### config.mk
export PLATFORM = sky130hd
export DESIGN_NAME = polynomial_horner_evaluator
export DESIGN_NICKNAME = d
export VERILOG_FILES = /design/src/hdl/phe_pkg.sv /design/src/hdl/phe_datapath.sv /design/src/hdl/phe_ctrl.sv /design/src/hdl/polynomial_horner_evaluator.sv
export SDC_FILE = /design/constraint.sdc
export NUM_CORES = 2
export LEC_CHECK = 0
export BUFFER_PORTS_ARGS = -buffer_cell sky130_fd_sc_hd__buf_2
export CORE_AREA = 3 3 401 403
export CTS_CLUSTER_SIZE = 25
export DETAILED_ROUTE_END_ITERATION = 10
export DIE_AREA = 0 0 404 406
export MAX_ROUTING_LAYER = met4
export PLACE_DENSITY = 0.57
export RECOVER_POWER = 100
export SYNTH_ARGS = -nofsm -noshare
export SYNTH_HDL_FRONTEND = slang
export SYNTH_SLANG_ARGS = --single-unit
### constraint.sdc
create_clock -name clk -period 25.2 [get_ports clk]
set_input_delay 1.26 -clock clk [delete_from_list [all_inputs] [get_ports clk]]
set_output_delay 1.26 -clock clk [all_outputs]
set_load 0.01 [all_outputs]
### src/hdl/phe_pkg.sv
`default_nettype none

package phe_pkg;

  localparam int MAX_TERMS = 16;
  localparam int FRAC_BITS = 16;
  localparam int IDX_W     = $clog2(MAX_TERMS);
  localparam int DEG_W     = 4;
  localparam int Q_W       = 32;
  localparam int PROD_W    = 2 * Q_W;

  localparam logic signed [PROD_W-1:0] Q_MAX = PROD_W'(64'sd2147483647);
  localparam logic signed [PROD_W-1:0] Q_MIN = -PROD_W'(64'sd2147483648);

  localparam logic OP_LOAD = 1'b0;
  localparam logic OP_EVAL = 1'b1;

  typedef struct packed {
    logic                  opcode;
    logic [3:0]            coefficient_index;
    logic signed [Q_W-1:0] coefficient_value;
    logic signed [Q_W-1:0] x_value;
  } in_word_t;

  typedef struct packed {
    logic signed [Q_W-1:0] poly_value;
    logic                  saturated;
  } out_word_t;

  // controller -> datapath
  typedef struct packed {
    logic load;
    logic init;
    logic mul;
    logic add;
  } dp_cmd_t;

  // datapath -> controller
  typedef struct packed {
    logic deg_zero;
    logic idx_last;
  } dp_sts_t;

endpackage

`default_nettype wire

### src/hdl/phe_datapath.sv
`default_nettype none

module phe_datapath
  import phe_pkg::*;
(
  input  wire logic             clk,
  input  wire logic             rst_n,
  input  wire in_word_t         in_data,
  input  wire logic             cfg_we,
  input  wire logic [DEG_W-1:0] cfg_wdata,
  input  wire dp_cmd_t          cmd,
  output dp_sts_t               sts,
  output out_word_t             result
);

  logic [DEG_W-1:0]            degree_r;
  logic signed [Q_W-1:0]       store_r [MAX_TERMS];
  logic signed [Q_W-1:0]       x_r;
  logic signed [Q_W-1:0]       p_r;
  logic signed [Q_W-1:0]       coef_r;
  logic signed [PROD_W-1:0]    prod_r;
  logic [IDX_W-1:0]            idx_r;
  logic                        sat_r;

  logic [IDX_W-1:0]            n_clamped;
  logic [IDX_W-1:0]            idx_m1;
  logic [IDX_W-1:0]            load_idx;
  logic                        load_ok;
  logic signed [PROD_W-1:0]    sum;
  logic signed [Q_W-1:0]       p_nxt;
  logic                        clip_hit;

  always_comb begin
    if (int'(degree_r) > MAX_TERMS - 1) begin
      n_clamped = IDX_W'(MAX_TERMS - 1);
    end else begin
      n_clamped = IDX_W'(degree_r);
    end
  end

  assign idx_m1   = idx_r - IDX_W'(1);
  assign load_idx = IDX_W'(in_data.coefficient_index);
  assign load_ok  = int'(in_data.coefficient_index) < MAX_TERMS;

  // floor(p*x / 2^F) + a, clipped once to the Q range
  always_comb begin
    sum      = (prod_r >>> FRAC_BITS) + PROD_W'(coef_r);
    clip_hit = 1'b1;
    priority if (sum > Q_MAX) begin
      p_nxt = Q_MAX[Q_W-1:0];
    end else if (sum < Q_MIN) begin
      p_nxt = Q_MIN[Q_W-1:0];
    end else begin
      p_nxt    = sum[Q_W-1:0];
      clip_hit = 1'b0;
    end
  end

  always_ff @(posedge clk) begin
    if (!rst_n) begin
      degree_r <= '0;
      for (int i = 0; i < MAX_TERMS; i++) begin
        store_r[i] <= '0;
      end
    end else begin
      if (cfg_we) begin
        degree_r <= cfg_wdata;
      end
      if (cmd.load && load_ok) begin
        store_r[load_idx] <= in_data.coefficient_value;
      end
    end
  end

  always_ff @(posedge clk) begin
    if (!rst_n) begin
      sat_r <= 1'b0;
    end else if (cmd.init) begin
      sat_r <= 1'b0;
    end else if (cmd.add && clip_hit) begin
      sat_r <= 1'b1;
    end
  end

  always_ff @(posedge clk) begin
    if (cmd.init) begin
      x_r   <= in_data.x_value;
      p_r   <= store_r[n_clamped];
      idx_r <= n_clamped;
    end
    if (cmd.mul) begin
      prod_r <= PROD_W'(p_r) * PROD_W'(x_r);
      coef_r <= store_r[idx_m1];
    end
    if (cmd.add) begin
      p_r   <= p_nxt;
      idx_r <= idx_m1;
    end
  end

  assign sts.deg_zero = (n_clamped == '0);
  assign sts.idx_last = (idx_r == IDX_W'(1));

  assign result.poly_value = p_r;
  assign result.saturated  = sat_r;

endmodule

`default_nettype wire

### src/hdl/phe_ctrl.sv
`default_nettype none

module phe_ctrl
  import phe_pkg::*;
(
  input  wire logic    clk,
  input  wire logic    rst_n,
  input  wire logic    start,
  input  wire logic    opcode,
  input  wire dp_sts_t sts,
  output dp_cmd_t      cmd,
  output logic         busy,
  output logic         out_valid
);

  typedef enum logic [1:0] {
    S_IDLE,
    S_MUL,
    S_ADD
  } state_t;

  state_t state_r;
  logic   out_valid_r;
  logic   accept;

  assign accept   = start && (state_r == S_IDLE);
  assign cmd.load = accept && (opcode == OP_LOAD);
  assign cmd.init = accept && (opcode == OP_EVAL);
  assign cmd.mul  = (state_r == S_MUL);
  assign cmd.add  = (state_r == S_ADD);

  assign busy      = (state_r != S_IDLE);
  assign out_valid = out_valid_r;

  always_ff @(posedge clk) begin
    if (!rst_n) begin
      state_r     <= S_IDLE;
      out_valid_r <= 1'b0;
    end else begin
      out_valid_r <= 1'b0;
      unique case (state_r)
        S_IDLE: begin
          if (start && (opcode == OP_EVAL)) begin
            // degree zero: a_0 is already in the accumulator
            if (sts.deg_zero) begin
              out_valid_r <= 1'b1;
            end else begin
              state_r <= S_MUL;
            end
          end
        end
        S_MUL: begin
          state_r <= S_ADD;
        end
        S_ADD: begin
          if (sts.idx_last) begin
            out_valid_r <= 1'b1;
            state_r     <= S_IDLE;
          end else begin
            state_r <= S_MUL;
          end
        end
        default: begin
          state_r <= S_IDLE;
        end
      endcase
    end
  end

endmodule

`default_nettype wire

### src/hdl/polynomial_horner_evaluator.sv
// channel   ports                          word / handshake
// input     start, busy, in_data           in_word_t, taken when start && !busy
// result    out_valid, out_data            out_word_t, valid for one cycle
// config    cfg_we, cfg_wdata              degree, written when cfg_we
//
// A load word is taken in one cycle; busy stays low.
// An evaluate word of degree n keeps busy high for 2n cycles in the shared 32x32
// multiplier and adder (one multiply cycle, one add/clip cycle per term); out_valid
// rises 2n cycles after the accepting edge (at once for degree 0), the result is
// taken at the edge after that, and the next word may be taken in that same cycle.
// Reset (synchronous, rst_n low) clears the coefficients to zero and degree to 0.
// The receiver cannot stall: each result is shown exactly once.
`default_nettype none

module polynomial_horner_evaluator
  import phe_pkg::*;
(
  input  wire logic             clk,
  input  wire logic             rst_n,
  input  wire logic             start,
  output logic                  busy,
  input  wire in_word_t         in_data,
  output logic                  out_valid,
  output out_word_t             out_data,
  input  wire logic             cfg_we,
  input  wire logic [DEG_W-1:0] cfg_wdata
);

  dp_cmd_t cmd;
  dp_sts_t sts;

  phe_ctrl u_ctrl (
    .clk       (clk),
    .rst_n     (rst_n),
    .start     (start),
    .opcode    (in_data.opcode),
    .sts       (sts),
    .cmd       (cmd),
    .busy      (busy),
    .out_valid (out_valid)
  );

  phe_datapath u_dp (
    .clk       (clk),
    .rst_n     (rst_n),
    .in_data   (in_data),
    .cfg_we    (cfg_we),
    .cfg_wdata (cfg_wdata),
    .cmd       (cmd),
    .sts       (sts),
    .result    (out_data)
  );

endmodule

`default_nettype wire

; ---- Word-level counts from Yosys, hierarchy flattened
; Memory sizes are Yosys's and may differ from the RTL's. A register that Yosys moved wholly into a read port is not among the register bits.
; Index checks and enable logic that the tools add are counted.
[word_totals]
ramBits = 512
output_inout_bits = 35
mem_count = 1
ff_bits = 140
in_bits = 77
wordCells = 58
[classes]
magnitude_cmp = 2
n_reduce_logical = 12
eq_ne = 5
bitwise_logic = 2
n_addsub = 2
mul = 1
muxes = 25
[mem_list]
columns = name, depth, word_bits, rd, rd_clocked_by_memory_dff, write_ports, line
row1 = u_dp.store_r, 16, 32, 2, 2, 16, phe_datapath.sv:17  ; logic signed [Q_W-1:0] store_r [MAX_TERMS];
[op_table]
columns = operator, n
row1 = $mux W32, 5
row2 = $gt A64 B32 Y1 const B, 1
row3 = $lt A64 B32 Y1 const B, 1
row4 = $mul A32 B32 Y64, 1
row5 = $add A48 B32 Y49, 1
row6 = $reduce_or A32 Y1, 1
row7 = $mux W4, 5
row8 = $mux W1, 11
row9 = $pmux W2 S3, 1
row10 = $logic_and A1 B1 Y1, 5
row11 = $eq A4 B1 Y1 const B, 1
row12 = $logic_not A4 Y1, 1
row13 = $mux W2, 2
row14 = $ne A2 B2 Y1 const B, 2
row15 = $reduce_bool A2 Y1, 2
row16 = $sub A4 B1 Y4 const B, 1
row17 = $eq A2 B1 Y1 const B, 1
row18 = $eq A2 B2 Y1 const B, 1
row19 = $logic_not A2 Y1, 1
row20 = $not A1 Y1, 2
row21 = $pmux W1 S2, 1
row22 = $reduce_and A2 Y1, 1
row23 = $reduce_or A2 Y1, 1

; ---- Depth between registers and ports, before layout
[logic_depth]
word_depth = 8
ltp_mapped = 29
ltp_nobuf = 27

; ---- Hierarchy
; From an unflattened synthesis, not the netlist that was laid out.
[hier_totals]
cells_unflattened = 6084
area_unflattened_um2 = 70695.3
[modules_own_cells]
columns = mod, area_per_inst_um2, n_inst, seq_area_each_um2, cells_each
row1 = phe_datapath, 70541.4, 1, 19999.2, 6067
row2 = phe_ctrl, 153.9, 1, 60.1, 17

; ---- Least setup slack after synthesis
; No wires, ideal clock.
[synth_timing]
path_type = flip-flop to flip-flop
startpoint = reg u_dp.p_r[31]
endpoint = reg u_dp.prod_r[63] (data pin)
setup_time_ps = 260
setup_slack_ps = 17215
stages_incl_launch_ff = 30
t_arrival_ps = 7725
required_ps = 24940
path_buffers = 2
synth_period_minus_slack_ps = 7985
cell_sequence = edfxtp_1 -> clkbuf_1 -> nand2_1 -> inv_1 -> fa_1 -> inv_1 -> fa_1 -> inv_1 -> fa_1 -> fa_1 -> inv_1 -> fa_1 -> inv_1 -> fa_1 -> inv_1 -> fa_1 -> inv_1 -> fa_1 -> ha_1 -> clkbuf_1 -> a21o_1 -> a21o_1 -> a21oi_1 -> o21ai_0 -> a221o_1 -> a21oi_1 -> o21ai_0 -> a21oi_1 -> o21ai_0 -> xnor2_1
[synth_via]
elab_chain_cells = 1
[synth_rtl]
columns = item, line
row1 = "start, declared", phe_datapath.sv:19  ; logic signed [Q_W-1:0] p_r;
row2 = "start signal, assigned", phe_datapath.sv:88  ; p_r <= store_r[n_clamped];
row3 = "start signal, assigned", phe_datapath.sv:96  ; p_r <= p_nxt;
row4 = $mul A32 B32 Y64, phe_datapath.sv:92  ; prod_r <= PROD_W'(p_r) * PROD_W'(x_r);
row5 = "end signal, assigned", phe_datapath.sv:92
row6 = "end, declared", phe_datapath.sv:21  ; logic signed [PROD_W-1:0] prod_r;
; Every way passes these cells.
; A chain may end at the register's enable or synchronous reset.

; ---- Final worst setup path
[layout_timing]
startpoint = reg u_dp.p_r[10]
endpoint = reg u_dp.prod_r[63] (data pin)
; Same word-level chain as after synthesis.

==> metrics <==
share of layout cells above drive strength 1 under 10%; top cell type's share of synthesized area a little under a third; # resized after CTS 0; RSZ-0062 raised after global routing no; top fanout value on the critical path 33; Slew Viols, Final around 2500; syn avg cell area about 12 um2; register area 0.0201 mm2; Nets 7407; Iteration-0 DRC Markers around 3900; number of synthesized flops with an enable pin 660; Port Buffers approximately 110; Die H 406 um; Slowest-stage cell, CP clkbuf_1; Worst Path Arrival between 10 and 15 ns; Vias/cell 5.59; fin crit period 9.87 ns; failing checks capacitance limit, slew limit; Initial Util about 45%; H-tree Lvls 3; synthesized area just over 0.07 mm2; IO Count 112; Fin. Hold Viols 0; Clock Tree Buf Depth 3; Post-synth ARST share 0%; # hold bufs at CTS 0; worst hold path type flip-flop to flip-flop; Core Box Area 0.158 mm2; CTS Root Cell clkbuf_16; top cells by area, synth fa_1, edfxtp_1, mux4_2, and2_1, inv_1; top_reg_cell synth edfxtp_1; most frequent CP cell fa_1; synth warn 0; crit share post-route between 30% and 40%; synth unique cells 86; clock skew 0.0358 ns; Detailed Place HPWL 138000 um; Crit. End Element flip-flop; #FFs+latches synth 672; DIE AREA 0.164 mm2; Post-synth top cells fa_1, and2_1, inv_1; outcome finished with violations; DRC viols 0; clock buffer count from CTS 81; GRT Total Usage a little over a quarter; sequential area share after synthesis 28.3%; Mapped Cells ~6100; slew margin rel. -166%; Startpoint Class flip-flop; CTS Sinks approximately 670; Post-Route WL 202000 um; number of global-route vias before repair approximately 49000; Crit Path Class flip-flop to flip-flop; Initial DRT Pass Iterations 5; # setup viols final 0; Skew-Pair Late Insertion Delay roughly 0.70 ns; routed length per instance 24.7 um; critical path's largest stage delay 1.52 ns; Final TNS setup 0 ns; CP required 25.61 ns; die width 404 um; total number of vias 45600; TritonCTS clock tree done; largest net degree at the start of global routing between 90 and 100; Util after Layout 48.1%; Post-CTS Setup Inserts 0; first-pass GRT wire length 314000 um; top-count cell post-synth fa_1; GRT Residual Overflow 0; Fmax 101 MHz; Filler Cells Inserted about 14000; Tightest Pin Transition 3.98 ns; remaining antenna violation count 0; Area growth syn-to-layout 7.11%; dominant cell type by area after synthesis fa_1; Synth Net Count approximately 7500; footprint of the multi-input gates 0.0457 mm2; Reg clk slew, reported paths 0.06 ns; initial antenna violation count 21; Max-Cap Viols 75; Core Rows 146; GPL Wtd Cong 0.885
==> cell usage in the layout (no fill, tap or decap), drive strengths merged, types with 8 or more instances in the layout <==
cell     instances
inv           1003
nand2b          23
nor2           120
o211ai          15
clkinv          37
ha             230
nor3            32
and2          1023
fa            1082
o21a            28
o21ai           80
xnor2           65
dfxtp           12
nor2b           15
clkbuf         182
a21oi          108
xor2            28
bufinv           9
o21bai          14
buf            125
nand2          603
mux4           320
a21o            35
a211oi          23
edfxtp         660
and3            17
diode            9
a31oi           17
o2111ai          8
nand3           24
o311ai          25
nand4           16
==> path summary, 6_finish.rpt <==
kind                     from         endpoint  slack [ns]  cells past startpoint
min reg2reg  u_dp.degree_r[1]        flip-flop        0.56                      2
max              u_dp.p_r[10]  u_dp.prod_r[63]       15.33                     25
min          u_dp.degree_r[1]        flip-flop        0.56                      2
max reg2reg      u_dp.p_r[10]  u_dp.prod_r[63]       15.33                     25
==> per-layer routing <==
metal  GRT usage, %  vias to the layer above  part of all wire, %
li1               -                    19600                    -
met1           36.5                    24000                   43
met2           41.2                     1698                   47
met3           4.05                      295                  7.3
met4           5.93                        0                  2.3
met5              -                        -                    0
==> cell families (layout without fill, tap and decap cells) <==
logic type | Yosys count | after routing | synth area share (%)
AOI/OAI and AO/OA | 413 | 413 | 4.03
DFF | 672 | 672 | 28.3
xor gates and xnor gates | 93 | 93 | 1.15
muxes | 327 | 327 | 10.3
and+or+nand+nor | 1913 | 1913 | 14.3
other | 0 | 9 | 0
adders and majority gates | 1312 | 1312 | 34.6
buffers and inverters | 1372 | 1357 | 7.32
==> through the flow <==
| step | hold slack, ns | cell area, um2 | setup slack, ns | instances |
|---|---|---|---|---|
| 6_report | 0.556 | 75900 | 15.33 | 8168 |
| 3_5_place_dp | 0.544 | 73700 | 15.67 | 8007 |
| 4_1_cts | 0.554 | 76400 | 15.62 | 8159 |
| 3_3_place_gp | 0.549 | 73700 | 15.81 | 8007 |
| 2_1_floorplan | 0.480 | 70900 | 17.22 | 6102 |
| 5_1_grt | 0.585 | 75900 | 14.67 | 8166 |
==> flip-flops by register name, summed over array words and instances, names as in the netlist, named ones only <==
register          flops
u_dp.sat_r            1
u_dp.p_r             32
u_ctrl.out_valid      1
u_dp.prod_r          48
u_dp.x_r             32
u_dp.store_r        512
u_dp.idx_r            4
u_dp.coef_r          32
u_dp.degree_r         4
u_ctrl.state_r        2
==> worst max-delay path: cells and delay by family, from the launching register on <==
family	cells	cell delay, ns
xor gates and xnor gates	1	0.09
AOI/OAI and AO/OA	5	1.89
and+or+nand+nor	4	0.90
buffers and inverters	6	1.78
DFF	1	0.31
adders and majority gates	9	4.52
==> area by class of cell <==
class	count	share of cell area [%]
diodes	9	0.0297
clock buffers	98	2.78
clock inverters	54	0.817
inverters	996	4.92
multi-input cells	4058	60.2
flip-flops and latches	672	26.4
well taps	2072	3.41
repair buffers	209	1.36
Power is not shown: default switching activity piles up to over one toggle a cycle in this logic, so the estimate is an artifact.
